`config.mk`:
```
export PLATFORM = sky130hd
export DESIGN_NAME = smc_ctrl
export DESIGN_NICKNAME = d
export VERILOG_FILES = /design/src/hw/rtl/smc_pkg.sv /design/src/hw/rtl/smc_ctrl.sv
export SDC_FILE = /design/constraint.sdc
export NUM_CORES = 1
export LEC_CHECK = 0
export ABC_AREA = 1
export ABC_CLOCK_PERIOD_IN_PS = 2500
export BUFFER_PORTS_ARGS = -buffer_cell sky130_fd_sc_hd__buf_2
export CORE_UTILIZATION = 34
export CTS_CLUSTER_DIAMETER = 40
export CTS_CLUSTER_SIZE = 8
export DETAILED_ROUTE_END_ITERATION = 10
export PLACE_DENSITY_LB_ADDON = 0.12
export SETUP_SLACK_MARGIN = 0.02
export SLEW_MARGIN = 15
export SYNTH_ARGS = -nofsm -noshare
export SYNTH_HDL_FRONTEND = slang
export SYNTH_SLANG_ARGS = --single-unit
```
`constraint.sdc`:
```
create_clock -name clk -period 2.5 [get_ports clk]
set_clock_uncertainty 0.2 [all_clocks]
set_input_delay 0.25 -clock clk [delete_from_list [all_inputs] [get_ports clk]]
set_output_delay 0.25 -clock clk [all_outputs]
set_load 0.005 [all_outputs]
```
`src/hw/rtl/smc_pkg.sv`:
```
`timescale 1ns / 1ps
// ----------------------------------------------------------------------------
// smc_pkg
// Shared types, codes and decode helpers for the stack machine core.
// ----------------------------------------------------------------------------
package smc_pkg;

  // host actions
  localparam logic [2:0] ACT_MEM_WR = 3'd0;
  localparam logic [2:0] ACT_MEM_RD = 3'd1;
  localparam logic [2:0] ACT_DEV_WR = 3'd2;
  localparam logic [2:0] ACT_START  = 3'd3;
  localparam logic [2:0] ACT_STEP   = 3'd4;

  // result status
  localparam logic [1:0] ST_EXEC = 2'd0;
  localparam logic [1:0] ST_BRK  = 2'd1;
  localparam logic [1:0] ST_HALT = 2'd2;
  localparam logic [1:0] ST_HOST = 2'd3;

  // special instructions (base op zero)
  localparam logic [7:0] INS_BRK = 8'h00;
  localparam logic [7:0] INS_JCI = 8'h20;
  localparam logic [7:0] INS_JMI = 8'h40;
  localparam logic [7:0] INS_JSI = 8'h60;

  // base operations
  localparam logic [4:0] OP_SPC = 5'h00;
  localparam logic [4:0] OP_INC = 5'h01;
  localparam logic [4:0] OP_POP = 5'h02;
  localparam logic [4:0] OP_NIP = 5'h03;
  localparam logic [4:0] OP_SWP = 5'h04;
  localparam logic [4:0] OP_ROT = 5'h05;
  localparam logic [4:0] OP_DUP = 5'h06;
  localparam logic [4:0] OP_OVR = 5'h07;
  localparam logic [4:0] OP_EQU = 5'h08;
  localparam logic [4:0] OP_NEQ = 5'h09;
  localparam logic [4:0] OP_GTH = 5'h0a;
  localparam logic [4:0] OP_LTH = 5'h0b;
  localparam logic [4:0] OP_JMP = 5'h0c;
  localparam logic [4:0] OP_JCN = 5'h0d;
  localparam logic [4:0] OP_JSR = 5'h0e;
  localparam logic [4:0] OP_STH = 5'h0f;
  localparam logic [4:0] OP_LDZ = 5'h10;
  localparam logic [4:0] OP_STZ = 5'h11;
  localparam logic [4:0] OP_LDR = 5'h12;
  localparam logic [4:0] OP_STR = 5'h13;
  localparam logic [4:0] OP_LDA = 5'h14;
  localparam logic [4:0] OP_STA = 5'h15;
  localparam logic [4:0] OP_DEI = 5'h16;
  localparam logic [4:0] OP_DEO = 5'h17;
  localparam logic [4:0] OP_ADD = 5'h18;
  localparam logic [4:0] OP_SUB = 5'h19;
  localparam logic [4:0] OP_MUL = 5'h1a;
  localparam logic [4:0] OP_DIV = 5'h1b;
  localparam logic [4:0] OP_AND = 5'h1c;
  localparam logic [4:0] OP_ORA = 5'h1d;
  localparam logic [4:0] OP_EOR = 5'h1e;
  localparam logic [4:0] OP_SFT = 5'h1f;

  localparam int STACK_DEPTH = 256;
  localparam int DEV_DEPTH   = 256;
  localparam logic [4:0] SLOT_END = 5'd6;   // three values of two bytes
  localparam logic [4:0] DIV_LAST = 5'd15;

  typedef enum logic [3:0] {
    S_IDLE, S_HOST, S_HRD, S_FETCH, S_DECODE, S_POP_RD, S_POP_CAP,
    S_DIV_INIT, S_DIV_RUN, S_LD_RD, S_LD_CAP, S_ST, S_EXEC, S_PUSH, S_DONE
  } state_t;

  // per-instruction sequencing plan; byte masks are indexed by slot*2+half
  typedef struct packed {
    logic [7:0] pop_mask;
    logic [7:0] push_mask;
    logic       push_sel;
    logic       use_div;
    logic [1:0] ld_n;
    logic       ld_dev;
    logic [1:0] st_n;
    logic       st_dev;
    logic       is_brk;
  } plan_t;

  typedef struct packed {
    logic       cap_in;
    logic       host_mwr;
    logic       host_mrd;
    logic       host_dwr;
    logic       start;
    logic       rd_cap;
    logic       fetch;
    logic       decode;
    logic       pop_rd;
    logic       pop_cap;
    logic       div_init;
    logic       div_step;
    logic       ld_rd;
    logic       ld_cap;
    logic       st_wr;
    logic       exec;
    logic       push;
    logic       out_load;
    logic [1:0] out_status;
    logic [2:0] idx;
  } cmd_t;

  typedef struct packed {
    logic [2:0] action;
    logic       running;
    logic [7:0] ins;
  } stat_t;

  function automatic logic [15:0] smc_rel(logic [15:0] pc, logic [7:0] off);
    return pc + {{8{off[7]}}, off};
  endfunction

  function automatic plan_t smc_plan(logic [7:0] ins);
    plan_t      p;
    logic [4:0] op;
    logic       d;
    logic [1:0] pn;
    logic [1:0] un;
    logic [2:0] pw;
    logic [2:0] uw;
    op = ins[4:0];
    d  = ins[5];
    p  = '0;
    pn = 2'd0;
    un = 2'd0;
    pw = 3'b000;
    uw = {3{d}};
    p.push_sel = ins[6];
    if (op == OP_SPC) begin
      if (ins == INS_BRK) begin
        p.is_brk = 1'b1;
      end else if (ins == INS_JCI) begin
        pn = 2'd1;
        p.ld_n = 2'd2;
      end else if (ins == INS_JMI) begin
        p.ld_n = 2'd2;
      end else if (ins == INS_JSI) begin
        p.ld_n = 2'd2;
        un = 2'd1;
        uw = 3'b001;
        p.push_sel = 1'b1;
      end else begin
        // literal
        p.ld_n = {d, ~d};
        un = 2'd1;
      end
    end else begin
      unique case (op)
        OP_INC: begin pn = 2'd1; pw = {2'b00, d}; un = 2'd1; end
        OP_POP: begin pn = 2'd1; pw = {2'b00, d}; end
        OP_NIP: begin pn = 2'd2; pw = {1'b0, d, d}; un = 2'd1; end
        OP_SWP: begin pn = 2'd2; pw = {1'b0, d, d}; un = 2'd2; end
        OP_ROT: begin pn = 2'd3; pw = {d, d, d}; un = 2'd3; end
        OP_DUP: begin pn = 2'd1; pw = {2'b00, d}; un = 2'd2; end
        OP_OVR: begin pn = 2'd2; pw = {1'b0, d, d}; un = 2'd3; end
        OP_EQU, OP_NEQ, OP_GTH, OP_LTH: begin
          pn = 2'd2; pw = {1'b0, d, d}; un = 2'd1; uw = 3'b000;
        end
        OP_JMP: begin pn = 2'd1; pw = {2'b00, d}; end
        OP_JCN: begin pn = 2'd2; pw = {2'b00, d}; end
        OP_JSR: begin
          pn = 2'd1; pw = {2'b00, d}; un = 2'd1; uw = 3'b001; p.push_sel = ~ins[6];
        end
        OP_STH: begin pn = 2'd1; pw = {2'b00, d}; un = 2'd1; p.push_sel = ~ins[6]; end
        OP_LDZ, OP_LDR: begin pn = 2'd1; un = 2'd1; p.ld_n = {d, ~d}; end
        OP_LDA: begin pn = 2'd1; pw = 3'b001; un = 2'd1; p.ld_n = {d, ~d}; end
        OP_STZ, OP_STR: begin pn = 2'd2; pw = {1'b0, d, 1'b0}; p.st_n = {d, ~d}; end
        OP_STA: begin pn = 2'd2; pw = {1'b0, d, 1'b1}; p.st_n = {d, ~d}; end
        OP_DEI: begin pn = 2'd1; un = 2'd1; p.ld_n = {d, ~d}; p.ld_dev = 1'b1; end
        OP_DEO: begin
          pn = 2'd2; pw = {1'b0, d, 1'b0}; p.st_n = {d, ~d}; p.st_dev = 1'b1;
        end
        OP_SFT: begin pn = 2'd2; pw = {1'b0, d, 1'b0}; un = 2'd1; end
        OP_DIV: begin pn = 2'd2; pw = {1'b0, d, d}; un = 2'd1; p.use_div = 1'b1; end
        default: begin pn = 2'd2; pw = {1'b0, d, d}; un = 2'd1; end
      endcase
    end
    for (int s = 0; s < 3; s++) begin
      // pops take the low byte first, pushes the high byte first
      p.pop_mask[2*s]    = (2'(s) < pn);
      p.pop_mask[2*s+1]  = (2'(s) < pn) & pw[s];
      p.push_mask[2*s]   = (2'(s) < un) & uw[s];
      p.push_mask[2*s+1] = (2'(s) < un);
    end
    return p;
  endfunction

endpackage

```
`src/hw/rtl/smc_ctrl.sv`:
```
`timescale 1ns / 1ps
// ----------------------------------------------------------------------------
// smc_ctrl
// Sequencer: walks each host action or instruction through its phases.
// ----------------------------------------------------------------------------
module smc_ctrl (
  input  logic           clk,
  input  logic           rst,
  input  logic           s_tvalid,
  output logic           s_tready,
  output logic           m_tvalid,
  input  logic           m_tready,
  input  smc_pkg::stat_t stat,
  output smc_pkg::cmd_t  cmd
);
  import smc_pkg::*;

  state_t     state, state_next;
  logic [4:0] ctr, ctr_next;
  logic [1:0] code, code_next;
  logic       out_valid;
  plan_t      plan;
  logic [2:0] idx;

  assign plan     = smc_plan(stat.ins);
  assign idx      = ctr[2:0];
  assign s_tready = (state == S_IDLE);
  assign m_tvalid = out_valid;

  always_ff @(posedge clk) begin
    if (rst) begin
      state     <= S_IDLE;
      ctr       <= '0;
      code      <= ST_HOST;
      out_valid <= 1'b0;
    end else begin
      state <= state_next;
      ctr   <= ctr_next;
      code  <= code_next;
      if (cmd.out_load) begin
        out_valid <= 1'b1;
      end else if (m_tready) begin
        out_valid <= 1'b0;
      end
    end
  end

  always_comb begin
    state_next = state;
    ctr_next   = ctr;
    code_next  = code;
    unique case (state)
      S_IDLE: begin
        if (s_tvalid) state_next = S_HOST;
      end
      S_HOST: begin
        code_next  = ST_HOST;
        state_next = S_DONE;
        if (stat.action == ACT_MEM_RD) begin
          state_next = S_HRD;
        end else if (stat.action == ACT_STEP) begin
          if (stat.running) begin
            code_next  = ST_EXEC;
            state_next = S_FETCH;
          end else begin
            code_next = ST_HALT;
          end
        end
      end
      S_HRD:    state_next = S_DONE;
      S_FETCH:  state_next = S_DECODE;
      S_DECODE: begin
        state_next = S_POP_RD;
        ctr_next   = '0;
      end
      S_POP_RD: begin
        if (ctr == SLOT_END) begin
          state_next = plan.use_div ? S_DIV_INIT : S_LD_RD;
          ctr_next   = '0;
        end else if (plan.pop_mask[idx]) begin
          state_next = S_POP_CAP;
        end else begin
          ctr_next = ctr + 5'd1;
        end
      end
      S_POP_CAP: begin
        ctr_next   = ctr + 5'd1;
        state_next = S_POP_RD;
      end
      S_DIV_INIT: begin
        state_next = S_DIV_RUN;
        ctr_next   = '0;
      end
      S_DIV_RUN: begin
        ctr_next = ctr + 5'd1;
        if (ctr == DIV_LAST) begin
          state_next = S_LD_RD;
          ctr_next   = '0;
        end
      end
      S_LD_RD: begin
        if (ctr == {3'b000, plan.ld_n}) begin
          state_next = S_ST;
          ctr_next   = '0;
        end else begin
          state_next = S_LD_CAP;
        end
      end
      S_LD_CAP: begin
        ctr_next   = ctr + 5'd1;
        state_next = S_LD_RD;
      end
      S_ST: begin
        if (ctr == {3'b000, plan.st_n}) begin
          state_next = S_EXEC;
          ctr_next   = '0;
        end else begin
          ctr_next = ctr + 5'd1;
        end
      end
      S_EXEC: begin
        state_next = S_PUSH;
        ctr_next   = '0;
        if (plan.is_brk) code_next = ST_BRK;
      end
      S_PUSH: begin
        if (ctr == SLOT_END) begin
          state_next = S_DONE;
        end else begin
          ctr_next = ctr + 5'd1;
        end
      end
      S_DONE: begin
        if (!out_valid || m_tready) state_next = S_IDLE;
      end
      default: state_next = S_IDLE;
    endcase
  end

  always_comb begin
    cmd            = '0;
    cmd.idx        = idx;
    cmd.out_status = code;
    unique case (state)
      S_IDLE: cmd.cap_in = s_tvalid;
      S_HOST: begin
        cmd.host_mwr = (stat.action == ACT_MEM_WR);
        cmd.host_mrd = (stat.action == ACT_MEM_RD);
        cmd.host_dwr = (stat.action == ACT_DEV_WR);
        cmd.start    = (stat.action == ACT_START);
      end
      S_HRD:      cmd.rd_cap   = 1'b1;
      S_FETCH:    cmd.fetch    = 1'b1;
      S_DECODE:   cmd.decode   = 1'b1;
      S_POP_RD:   cmd.pop_rd   = (ctr != SLOT_END) && plan.pop_mask[idx];
      S_POP_CAP:  cmd.pop_cap  = 1'b1;
      S_DIV_INIT: cmd.div_init = 1'b1;
      S_DIV_RUN:  cmd.div_step = 1'b1;
      S_LD_RD:    cmd.ld_rd    = (ctr != {3'b000, plan.ld_n});
      S_LD_CAP:   cmd.ld_cap   = 1'b1;
      S_ST:       cmd.st_wr    = (ctr != {3'b000, plan.st_n});
      S_EXEC:     cmd.exec     = 1'b1;
      S_PUSH:     cmd.push     = plan.push_mask[idx];
      S_DONE:     cmd.out_load = !out_valid || m_tready;
      default: ;
    endcase
  end

endmodule

```
==> impl_metrics.ini <==
[floorplan]
initial_core_util_pct = 36.3
die_width_um = 70.8
die_h_um = 70.8
placement_rows = 24
coreArea_um2 = 4440
ios = 41
dieArea_um2 = 5020

[hold_path]
hp-class = in -> reg

[yosys]
synth_cells = 293
synth-async-reset-ratio_pct = 0
synth_edf_count = 0
syn_area_per_cell_um2 = 5.50
synth.yosys.warnings = 0
synthesis.nets = 313
syn_area_um2 = 1610
yosys.cell_types.count = 37
synth_ff_type = dfxtp_1
ys_ff_latch = 12
yosysSeqAreaShare_pct = 14.9

[clocking]
cts_buffers = 3
cts-root-buf = clkbuf_8
clk_path_buf_depth = 2
cts_setup_buffers = 0
clkTransAtPathRegs_ns = 0.06
cts_resized = 0
clkSinkCount = 12
holdBufCountCts = 0
clk_latency_ns = 0.25
cts_tree = yes
h-tree-depth = 1

[worst_setup_path]
crit_fanout = 8
rr_worst_depth = 12
critPathKind = reg -> out
rr_endpoint = state[0]$_SDFFE_PP0P_
crit_slowest_cell = dfxtp_1
critPathMaxStageDelay_ns = 0.39
crit_chain = inv_1 -> ha_1 -> nand4_1 -> inv_1 -> nor2_1 -> nand2_4 -> inv_1 -> buf_2
crit_top_cell = inv_1
rrSetupSlack_ns = 0.44
crit_end = cmd[14]
arrival_ns = 1.80
worst_ep_required_time_ns = 2.05
crit_path_start = ctr[0]$_SDFFE_PP0P_
crit_path_end_kind = primary output
crit-reg2reg-launch = ctr[1]$_SDFFE_PP0P_
start_kind = register

[sta]
slew_viol_final = 0
setup_violations = 0
clock.fmax_mhz = 444
hold_viol = 0
rsz0062_at_grt = false
fin_ws_ns = 0.248
fin_tns_setup_ns = 0
fin_crit_sh_pct = 90.1
period_minus_slack_ns = 2.25
worst_pin_slew_ns = 0.396
slew_headroom_pct = 73.3

[global_route]
grt_pass1_vias = 1709
grt.overflow.total = 0
grt_pass1_wl_um = 7980
grt-busiest-layer = met2
grt_use_met2_pct = 30.2
grtUsageTotal_pct = 19.8
grt_max_degree = 13
grtUsageMet3_pct = 2.71
grt_antenna_before_repair = 0
use_met1_pct = 29.4

[status]
status = finished, violations left
violations = design-rule violations

[drt]
firstDrtPassIters = 7
vias = 1951
wl_per_cell_um = 12.4
viasPerCell = 5.09
totalWireLength_um = 4730
drtAntennaViolNets = 0
drc = 6
drtIter0Drc = 178

[cells_and_area]
final_common_cell = nand2_1
fillers = 501
drive_gt1_share_pct = 20.8
final_nets = 352
syn2layout_area_growth_pct = 18.0
antenna_cells = 0
most-common-layout-cells = nand2_1, nor2_1, inv_1

[job]
timing.max_cap.violations = 0

[power_and_ir_drop]
peakVddDrop_uv = 353
power_mw = 1.41
p_per_area_nw_per_um2 = 742
power.leakage_nw = 1.05

[placement]
port_buffers = 40
dp_slack_ns = 0.403
dpl.hpwl_um = 3800
gp_congestion = 0.831
routing by layer:
metal  vias up  part of all wire, %
met5         -                    0
met4         0                  1.0
met3         8                  6.0
met2        64                   42
met1       855                   51
li1       1024                    -
worst min-delay path by stage:
stage	start	end	slack [ns]	cells after the start
6_report	m_tready	m_tvalid$_SDFFE_PP0P_	0.1	4
3_3_place_gp	code[0]$_SDFFE_PP1P_	code[0]$_SDFFE_PP1P_	0.26	2
3_5_place_dp	code[0]$_SDFFE_PP1P_	code[0]$_SDFFE_PP1P_	0.27	2
5_1_grt	m_tready	m_tvalid$_SDFFE_PP0P_	0.1	4
4_1_cts	m_tready	m_tvalid$_SDFFE_PP0P_	0.09	4
2_1_floorplan	m_tready	m_tvalid$_SDFFE_PP0P_	0.24	3
final cells by class:
class                   instances  area [um2]  share of cell area (%)
clock buffers                   4        55.1                    2.89
well taps                      52        65.1                    3.42
repair buffers                 43         223                    11.7
multi-input cells             225        1140                    60.1
inverters                      47         176                    9.28
flip-flops and latches         12         240                    12.6
sequential cells by signal, summed over array words and instances (netlist names):
register and cells:
state 4, m_tvalid 1, code 2, ctr 5
cells in the mapped netlist, types with 3 or more instances:
master | instances | area share, %
nand2_1 | 64 | 15
nor2_1 | 57 | 13
inv_1 | 43 | 10
nand3_1 | 26 | 8.1
a21oi_1 | 15 | 4.7
dfxtp_1 | 12 | 15
nand2_2 | 7 | 2.7
nand4_1 | 6 | 2.3
nor3_1 | 6 | 1.9
o21ai_0 | 6 | 1.9
nor4_1 | 5 | 1.9
buf_4 | 4 | 1.9
ha_1 | 4 | 3.1
inv_2 | 4 | 0.93
buf_2 | 3 | 0.93
nor2_2 | 3 | 1.2
o2111ai_1 | 3 | 1.6
o211ai_1 | 3 | 1.4
logic make-up after synthesis:
family	Yosys count	share of synthesized area, %
adder cells (fa/ha/maj)	4	3.11
buffers and inverters	56	14.2
XOR/XNOR	2	1.09
AND/OR/NAND/NOR	184	52.6
AO/OA/AOI/OAI	35	14.1
flip-flops	12	14.9
stage by stage:
step                instances  util, %  hold WS (ns)  instance area (um2)
floorplan                 293        -         0.245                 1610
global placement          379     41.6         0.255                 1850
detailed placement        379     41.6         0.268                 1850
CTS                       383     42.8        0.0905                 1900
global route              383     42.8        0.0989                 1900
finish                    383     42.8        0.0957                 1900
worst max-delay path: cells and delay by family (launching register included):
| kind | cells | cell delay, ns |
|---|---|---|
| buffers and inverters | 4 | 0.38 |
| AND/OR/NAND/NOR | 3 | 0.57 |
| adder cells (fa/ha/maj) | 1 | 0.21 |
| flip-flops | 1 | 0.39 |
where the power goes:
part           total (mW)  internal (mW)  switching [mW]
sequential          0.317          0.248          0.0684
combinational       0.873          0.339           0.534
clock               0.221          0.140          0.0818
total                1.41          0.727           0.684
(Power assumes the default switching activity.)
